===== src/hw/rtl/i2ah_pkg.sv =====
`default_nettype none

package i2ah_pkg;

	localparam int VALUE_W   = 32;
	localparam int CHAR_W    = 8;
	localparam int DIGIT_W   = 4;
	localparam int NUM_DIGITS = 10;
	// bits taken into the digit chain per cycle
	localparam int BITS_PER_STEP = 4;
	localparam int CONV_STEPS = VALUE_W / BITS_PER_STEP;
	localparam int STEP_W = $clog2(CONV_STEPS);
	localparam int DIG_IDX_W = $clog2(NUM_DIGITS);
	localparam int HEX_DIGITS = VALUE_W / DIGIT_W;
	// hex output position of the final nibble ("0x" takes positions 0 and 1)
	localparam int HEX_LAST_POS = HEX_DIGITS + 1;
	localparam int POS_W = $clog2(HEX_LAST_POS + 1);

	localparam logic [CHAR_W-1:0] CH_ZERO  = 8'h30;
	localparam logic [CHAR_W-1:0] CH_X     = 8'h78;
	localparam logic [CHAR_W-1:0] CH_MINUS = 8'h2D;
	localparam logic [CHAR_W-1:0] CH_A     = 8'h41;

	localparam logic CMD_DEC = 1'b0;
	localparam logic CMD_HEX = 1'b1;

	typedef struct packed {
		logic               cmd;
		logic signed [31:0] value;
	} req_t;

	typedef struct packed {
		logic [7:0] char_code;
		logic       last;
	} rsp_t;

	typedef struct packed {
		logic clr;
		logic en;
	} cell_ctl_t;

	typedef enum logic [1:0] {
		ST_IDLE,
		ST_CONV,
		ST_SCAN,
		ST_EMIT
	} st_t;

	// double-dabble correction: add three to a BCD digit of five or more
	function automatic logic [DIGIT_W-1:0] dd_adj(input logic [DIGIT_W-1:0] d);
		logic [DIGIT_W-1:0] r;
		r = (d >= 4'd5) ? d + 4'd3 : d;
		return r;
	endfunction

	function automatic logic [CHAR_W-1:0] hex_char(input logic [DIGIT_W-1:0] d);
		logic [CHAR_W-1:0] r;
		if (d < 4'd10) begin
			r = CH_ZERO + CHAR_W'(d);
		end else begin
			r = CH_A + CHAR_W'(d) - 8'd10;
		end
		return r;
	endfunction

endpackage

`default_nettype wire


===== src/hw/rtl/i2ah_cell.sv =====
`default_nettype none

module i2ah_cell (
	input  wire logic                                 clk,
	input  wire i2ah_pkg::cell_ctl_t                  ctl,
	input  wire logic [i2ah_pkg::BITS_PER_STEP-1:0]   din,
	output logic      [i2ah_pkg::BITS_PER_STEP-1:0]   dout,
	output logic      [i2ah_pkg::DIGIT_W-1:0]         digit
);

	logic [i2ah_pkg::DIGIT_W-1:0] digit_q;
	logic [i2ah_pkg::DIGIT_W-1:0] digit_nxt;

	// each step: correct, pass the top bit up, take the neighbor's bit in
	always_comb begin
		logic [i2ah_pkg::DIGIT_W-1:0] d;
		logic [i2ah_pkg::DIGIT_W-1:0] a;
		d = digit_q;
		dout = '0;
		for (int j = 0; j < i2ah_pkg::BITS_PER_STEP; j++) begin
			a = i2ah_pkg::dd_adj(d);
			dout[j] = a[i2ah_pkg::DIGIT_W-1];
			d = {a[i2ah_pkg::DIGIT_W-2:0], din[j]};
		end
		digit_nxt = d;
	end

	always_ff @(posedge clk) begin
		if (ctl.clr) begin
			digit_q <= '0;
		end else if (ctl.en) begin
			digit_q <= digit_nxt;
		end
	end

	assign digit = digit_q;

endmodule

`default_nettype wire


===== src/hw/rtl/int_to_ascii_hex_dec.sv =====
// Hex mode goes from idle straight to emitting; decimal mode first runs the
// conversion through the 4-bit-per-cycle BCD digit chain, then the digit scan.
// Throughput: one character per cycle while the receiver does not stall; a new
// number is taken only in idle, after the last character of the previous one.
// Reset (arst_n low, asynchronous) returns the controller to idle and empties
// the result register; the digit cells are cleared when each item is taken.
`default_nettype none

module int_to_ascii_hex_dec (
	input  wire logic            clk,
	input  wire logic            arst_n,
	input  wire logic            req_valid,
	output logic                 req_stall,
	input  wire i2ah_pkg::req_t  req,
	output logic                 rsp_valid,
	input  wire logic            rsp_stall,
	output i2ah_pkg::rsp_t       rsp
);

	i2ah_pkg::st_t state_q, state_nxt;

	logic                                   cmd_q;
	logic                                   neg_q;
	logic [i2ah_pkg::VALUE_W-1:0]           mag_q;
	logic [i2ah_pkg::STEP_W-1:0]            step_q;
	logic [i2ah_pkg::POS_W-1:0]             pos_q;
	logic [i2ah_pkg::DIG_IDX_W-1:0]         dig_q;
	logic                                   rsp_valid_q;
	i2ah_pkg::rsp_t                         rsp_q;

	logic                                   req_take;
	logic                                   can_load;
	logic                                   load;
	i2ah_pkg::rsp_t                         load_rsp;
	i2ah_pkg::cell_ctl_t                    cell_ctl;
	logic [i2ah_pkg::DIG_IDX_W-1:0]         top_idx;
	logic [i2ah_pkg::VALUE_W-1:0]           abs_val;
	logic [i2ah_pkg::BITS_PER_STEP-1:0]     feed;

	logic [i2ah_pkg::BITS_PER_STEP-1:0]     chain [i2ah_pkg::NUM_DIGITS+1];
	logic [i2ah_pkg::DIGIT_W-1:0]           digits [i2ah_pkg::NUM_DIGITS];

	// ---------------------------------------------------------------- cells
	// the magnitude enters the bottom cell MSB first
	always_comb begin
		for (int j = 0; j < i2ah_pkg::BITS_PER_STEP; j++) begin
			feed[j] = mag_q[i2ah_pkg::VALUE_W-1-j];
		end
	end

	assign chain[0] = feed;

	for (genvar i = 0; i < i2ah_pkg::NUM_DIGITS; i++) begin : g_cell
		i2ah_cell u_cell (
			.clk   (clk),
			.ctl   (cell_ctl),
			.din   (chain[i]),
			.dout  (chain[i+1]),
			.digit (digits[i])
		);
	end

	// highest nonzero digit; all zero leaves index 0, which prints "0"
	always_comb begin
		top_idx = '0;
		for (int i = 0; i < i2ah_pkg::NUM_DIGITS; i++) begin
			if (digits[i] != '0) begin
				top_idx = i2ah_pkg::DIG_IDX_W'(i);
			end
		end
	end

	// ---------------------------------------------------------------- control
	assign req_take = req_valid && !req_stall;
	assign can_load = !rsp_valid_q || !rsp_stall;
	assign abs_val  = req.value[i2ah_pkg::VALUE_W-1] ? (32'd0 - req.value) : req.value;

	always_comb begin
		state_nxt = state_q;
		case (state_q)
			i2ah_pkg::ST_IDLE: begin
				if (req_valid) begin
					state_nxt = (req.cmd == i2ah_pkg::CMD_HEX) ? i2ah_pkg::ST_EMIT
					                                           : i2ah_pkg::ST_CONV;
				end
			end
			i2ah_pkg::ST_CONV: begin
				if (step_q == i2ah_pkg::STEP_W'(i2ah_pkg::CONV_STEPS - 1)) begin
					state_nxt = i2ah_pkg::ST_SCAN;
				end
			end
			i2ah_pkg::ST_SCAN: begin
				state_nxt = i2ah_pkg::ST_EMIT;
			end
			i2ah_pkg::ST_EMIT: begin
				if (can_load && load_rsp.last) begin
					state_nxt = i2ah_pkg::ST_IDLE;
				end
			end
			default: begin
				state_nxt = i2ah_pkg::ST_IDLE;
			end
		endcase
	end

	always_comb begin
		req_stall    = 1'b1;
		load         = 1'b0;
		cell_ctl.clr = 1'b0;
		cell_ctl.en  = 1'b0;
		case (state_q)
			i2ah_pkg::ST_IDLE: begin
				req_stall    = 1'b0;
				cell_ctl.clr = req_valid;
			end
			i2ah_pkg::ST_CONV: begin
				cell_ctl.en = 1'b1;
			end
			i2ah_pkg::ST_SCAN: begin
				load = 1'b0;
			end
			i2ah_pkg::ST_EMIT: begin
				load = can_load;
			end
			default: begin
				req_stall = 1'b1;
			end
		endcase
	end

	// next character
	always_comb begin
		logic [$clog2(i2ah_pkg::HEX_DIGITS)-1:0] nib_idx;
		nib_idx = $clog2(i2ah_pkg::HEX_DIGITS)'(
			i2ah_pkg::POS_W'(i2ah_pkg::HEX_LAST_POS) - pos_q);
		load_rsp.last = 1'b0;
		if (cmd_q == i2ah_pkg::CMD_HEX) begin
			if (pos_q == '0) begin
				load_rsp.char_code = i2ah_pkg::CH_ZERO;
			end else if (pos_q == i2ah_pkg::POS_W'(1)) begin
				load_rsp.char_code = i2ah_pkg::CH_X;
			end else begin
				load_rsp.char_code = i2ah_pkg::hex_char(
					mag_q[{nib_idx, 2'b00} +: i2ah_pkg::DIGIT_W]);
			end
			load_rsp.last = (pos_q == i2ah_pkg::POS_W'(i2ah_pkg::HEX_LAST_POS));
		end else if (neg_q) begin
			load_rsp.char_code = i2ah_pkg::CH_MINUS;
		end else begin
			load_rsp.char_code = i2ah_pkg::CH_ZERO + i2ah_pkg::CHAR_W'(digits[dig_q]);
			load_rsp.last = (dig_q == '0);
		end
	end

	// ---------------------------------------------------------------- registers
	always_ff @(posedge clk or negedge arst_n) begin
		if (!arst_n) begin
			state_q     <= i2ah_pkg::ST_IDLE;
			rsp_valid_q <= 1'b0;
		end else begin
			state_q <= state_nxt;
			if (load) begin
				rsp_valid_q <= 1'b1;
			end else if (!rsp_stall) begin
				rsp_valid_q <= 1'b0;
			end
		end
	end

	always_ff @(posedge clk) begin
		if (load) begin
			rsp_q <= load_rsp;
		end
		if (req_take) begin
			cmd_q  <= req.cmd;
			neg_q  <= (req.cmd == i2ah_pkg::CMD_DEC) && req.value[i2ah_pkg::VALUE_W-1];
			mag_q  <= (req.cmd == i2ah_pkg::CMD_HEX) ? req.value : abs_val;
			step_q <= '0;
			pos_q  <= '0;
		end else begin
			if (state_q == i2ah_pkg::ST_CONV) begin
				// advance the magnitude into the chain
				mag_q  <= mag_q << i2ah_pkg::BITS_PER_STEP;
				step_q <= step_q + 1'b1;
			end
			if (state_q == i2ah_pkg::ST_SCAN) begin
				dig_q <= top_idx;
			end
			if (load) begin
				if (cmd_q == i2ah_pkg::CMD_HEX) begin
					pos_q <= pos_q + 1'b1;
				end else if (neg_q) begin
					neg_q <= 1'b0;
				end else begin
					dig_q <= dig_q - 1'b1;
				end
			end
		end
	end

	assign rsp_valid = rsp_valid_q;
	assign rsp       = rsp_q;

	// ---------------------------------------------------------------- checks
	a_take_leaves_idle: assert property (@(posedge clk) disable iff (!arst_n)
		req_take |=> state_q != i2ah_pkg::ST_IDLE)
		else $error("item taken but controller stayed idle");

	a_scan_after_conv: assert property (@(posedge clk) disable iff (!arst_n)
		state_q == i2ah_pkg::ST_SCAN |-> $past(state_q) == i2ah_pkg::ST_CONV)
		else $error("digit scan without conversion");

	a_hex_pos_range: assert property (@(posedge clk) disable iff (!arst_n)
		(state_q == i2ah_pkg::ST_EMIT && cmd_q == i2ah_pkg::CMD_HEX)
		|-> pos_q <= i2ah_pkg::POS_W'(i2ah_pkg::HEX_LAST_POS))
		else $error("hex position ran past the last nibble");

	a_dec_idx_range: assert property (@(posedge clk) disable iff (!arst_n)
		(state_q == i2ah_pkg::ST_EMIT && cmd_q == i2ah_pkg::CMD_DEC)
		|-> dig_q < i2ah_pkg::DIG_IDX_W'(i2ah_pkg::NUM_DIGITS))
		else $error("digit index out of range");

endmodule

`default_nettype wire


===== config.mk =====
export PLATFORM = sky130hd
export DESIGN_NAME = int_to_ascii_hex_dec
export DESIGN_NICKNAME = d
export VERILOG_FILES = /design/src/hw/rtl/i2ah_pkg.sv /design/src/hw/rtl/i2ah_cell.sv /design/src/hw/rtl/int_to_ascii_hex_dec.sv
export SDC_FILE = /design/constraint.sdc
export NUM_CORES = 1
export LEC_CHECK = 0
export BUFFER_PORTS_ARGS = -buffer_cell sky130_fd_sc_hd__buf_2
export CAP_MARGIN = 20
export CORE_UTILIZATION = 64
export DETAILED_ROUTE_END_ITERATION = 12
export HOLD_SLACK_MARGIN = 0.12
export PLACE_DENSITY = 0.87
export SYNTH_ARGS = -nofsm -noshare
export SYNTH_HDL_FRONTEND = slang
export SYNTH_HIERARCHICAL = 1
export SYNTH_SLANG_ARGS = --single-unit

===== constraint.sdc =====
create_clock -name clk -period 5.8 [get_ports clk]
set_input_delay 0 -clock clk [delete_from_list [all_inputs] [get_ports clk]]
set_output_delay 0 -clock clk [all_outputs]
set_load 0.03 [all_outputs]

==> results.txt <==
- Data arrives at the worst endpoint at 5.08 ns.
* Total count of hold-check failures in the final report: 0
- Most common library cell in the layout ignoring fill and taps: sky130_fd_sc_hd__nand2_1
- The total overflow left after global routing is 0.
- The final critical path takes up 84.1% of the cycle.
- The routed layout has 9,581 vias.
* Clock tree from TritonCTS: built
- Setup TNS: 0 ns
* Max Slew Vio Count: 0
- After layout, the minimum clock period comes to 4.88 ns.
- Number of core rows: 47
- Required time at the endpoint of the critical path: 6.00 ns
* Cell family with the largest share of critical-path delay: simple AND/OR/NAND/NOR gates
- Die Area: 17,400 um2
* Number of clock sinks: 96
* Deepest clock path buffer count: 2
- In this run the standard cell core region covers 16,500 um2.
* Initial antenna violation count: 0
- Vias/cell: 6.37
- The final layout contains routed wiring with a total length of 25,500 um.
* Total of fill cells in the finished design: 1,201
- Initial detailed-routing violation count: 798
* Input/output buffers: 46
- The flow ran to the end, and the final reports show no timing, DRC or antenna violations.
* Series of cell instances along the critical path: inv_1 -> ha_1 -> and2b_2 -> nor3_1 -> a21o_1 -> inv_1 -> ha_1 -> inv_1 -> nor2_1 -> o31ai_1 -> xnor2_1 -> ha_1 -> nand2b_1 -> nand2b_1 -> or4b_4 -> nand4_4 -> mux2i_1 -> nand2_1 -> xor2_1 -> mux2i_1 -> nor2_1
* Relative area change from synthesis to final layout: 8.68%
* Wire length of the first global-routing pass: 42,700 um
- Number of iterations in the first detailed-routing pass: 5
- In the final design database the tool counted 1,391 nets.
- The worst setup path is launched from a flip-flop.
* Final hold slack: 0.141 ns
* Post-DP HPWL: 18,400 um
* Hold crit path type: input pin to flip-flop
- Drc violations: 0
* Maximum clock rate: 205 MHz
- Setup Viol. Count Final: 0
* Mean instance size in the synthesized netlist: 8.70 um2
* Overall routing resource usage: 29.6%
* Core occupancy in the finished layout: 70.9%
- Mapped Nets: 1,351
- The setup path with the least slack is of type flip-flop to flip-flop.
- Commonest cells after routing, fill and taps aside: sky130_fd_sc_hd__nand2_1 (134), sky130_fd_sc_hd__nor2_1 (95), sky130_fd_sc_hd__mux2i_1 (84), sky130_fd_sc_hd__ha_1 (74)
- The via count of the first global-routing pass came to 9,153.
* Max-cap viol count: 0
- Post-synthesis instance total: 1,239
- Height of the chip: 132 um
* Slew margin rel.: 35.3%
- Maximum fanout encountered on the critical timing path: 6
- The post-route netlist has 16.5% of its cells at a drive strength greater than 1.
* Clock buffer count from CTS: 9
* Chip Width: 132 um
- For this design the top-level I/O count stands at 48.
* Clock transition at the register clock pins on the worst setup and hold paths after CTS: 0.07 ns
* Yosys synthesis warning count: 6
- For this run, the number of standard cells in the final layout without fillers is 1,504.
- Worst skew pair latency: 0.36 ns
* Cell total after placement: 1,457
- The slowest stage of the critical path is the sky130_fd_sc_hd__dfxtp_1 cell.
* Routability congestion estimate: 0.924
- For the pin with the worst max-slew slack, the measured transition is 0.970 ns.
* Post-DR wirelength/cell: 17.0 um
- The worst setup path is captured at a flip-flop.
- Buf/Inv on CP: 3
* Initial Util: 65.3%
* Skew final: 0.00935 ns
- Area of the multi-input gates: 7880 um2
- Diodes inserted: 0
* Post-CTS Setup Repair Bufs: 0
- Maximum number of pins on one net before global-route repair: 69
- H-tree depth: 3
- Once detail routing completed, the nets flagged for antenna violations numbered 0.
- The largest single stage delay on the critical path is 0.49 ns.
- Setup repair after global routing left no endpoint under its margin.
- Area taken by flip-flops and latches: 2400 um2
- The cell area that synthesis handed to floorplanning was 10,800 um2.
- The cell sitting at the root of the clock tree is a sky130_fd_sc_hd__clkbuf_16.
layer usage:
layer	track usage, %	vias up	part of all wire, %
met5	0	-	0
met4	12.0	0	2.8
met3	3.61	64	4.8
met2	50.7	292	49
met1	37.8	4550	43
li1	-	4675	-
per-stage QoR:
step	instance area (um2)	setup slack, ns
2_1_floorplan	10800	1.55
3_3_place_gp	11100	1.18
3_5_place_dp	11100	1.04
4_1_cts	11700	0.998
5_1_grt	11700	0.586
6_report	11700	0.921
final cells by class:
type / count / share of cell area [%]
clock buffer: 10 / 2.04
clock inverter: 6 / 0.790
inverter: 68 / 2.18
multi-input combinational: 1022 / 67.3
sequential: 96 / 20.5
tap: 220 / 2.35
timing repair buffer: 82 / 4.93
worst min-delay path, cell delays in order:
cell and delay (ns):
sky130_fd_sc_hd__buf_2 0.12, sky130_fd_sc_hd__xnor2_1 0.09, sky130_fd_sc_hd__o21ai_0 0.17
repair_timing:
item / in CTS / in global routing
resized for setup: 0 / 0
endpoints found under the hold margin: 33 / 0
hold buffers: 31 / 0
endpoints found under the setup margin: 0 / 0
flip-flops by register name, indices dropped and copies added, names as in the netlist:
name / cells
cmd_q: 1
dig_q: 4
g_cell.u_cell/digit: 40
mag_q: 32
neg_q: 1
pos_q: 4
rsp: 8
rsp_valid: 1
state_q: 2
step_q: 3
final timing paths:
| path | startpoint | endpoint | slack (ns) | cells after the start |
|---|---|---|---|---|
| worst max-delay path | g_cell[3].u_cell/digit[1]$_SDFFE_PP0P_ | g_cell[5].u_cell/digit[0]$_SDFFE_PP0P_ | 0.92 | 21 |
| worst min-delay path | req[16] | mag_q[16]$_DFFE_PP_ | 0.14 | 3 |
| worst min register to register | step_q[2]$_SDFFE_PP0P_ | step_q[2]$_SDFFE_PP0P_ | 0.51 | 2 |
| worst max register to register | g_cell[3].u_cell/digit[1]$_SDFFE_PP0P_ | g_cell[5].u_cell/digit[0]$_SDFFE_PP0P_ | 0.92 | 21 |
| min in group asynchronous | arst_n | state_q[1]$_DFFE_PN0P_ | 0.58 | 3 |
| max in group asynchronous | arst_n | rsp_valid$_DFFE_PN0P_ | 5.01 | 3 |
Power is not shown: default switching activity piles up to over one toggle a cycle in this logic, so the estimate is an artifact.
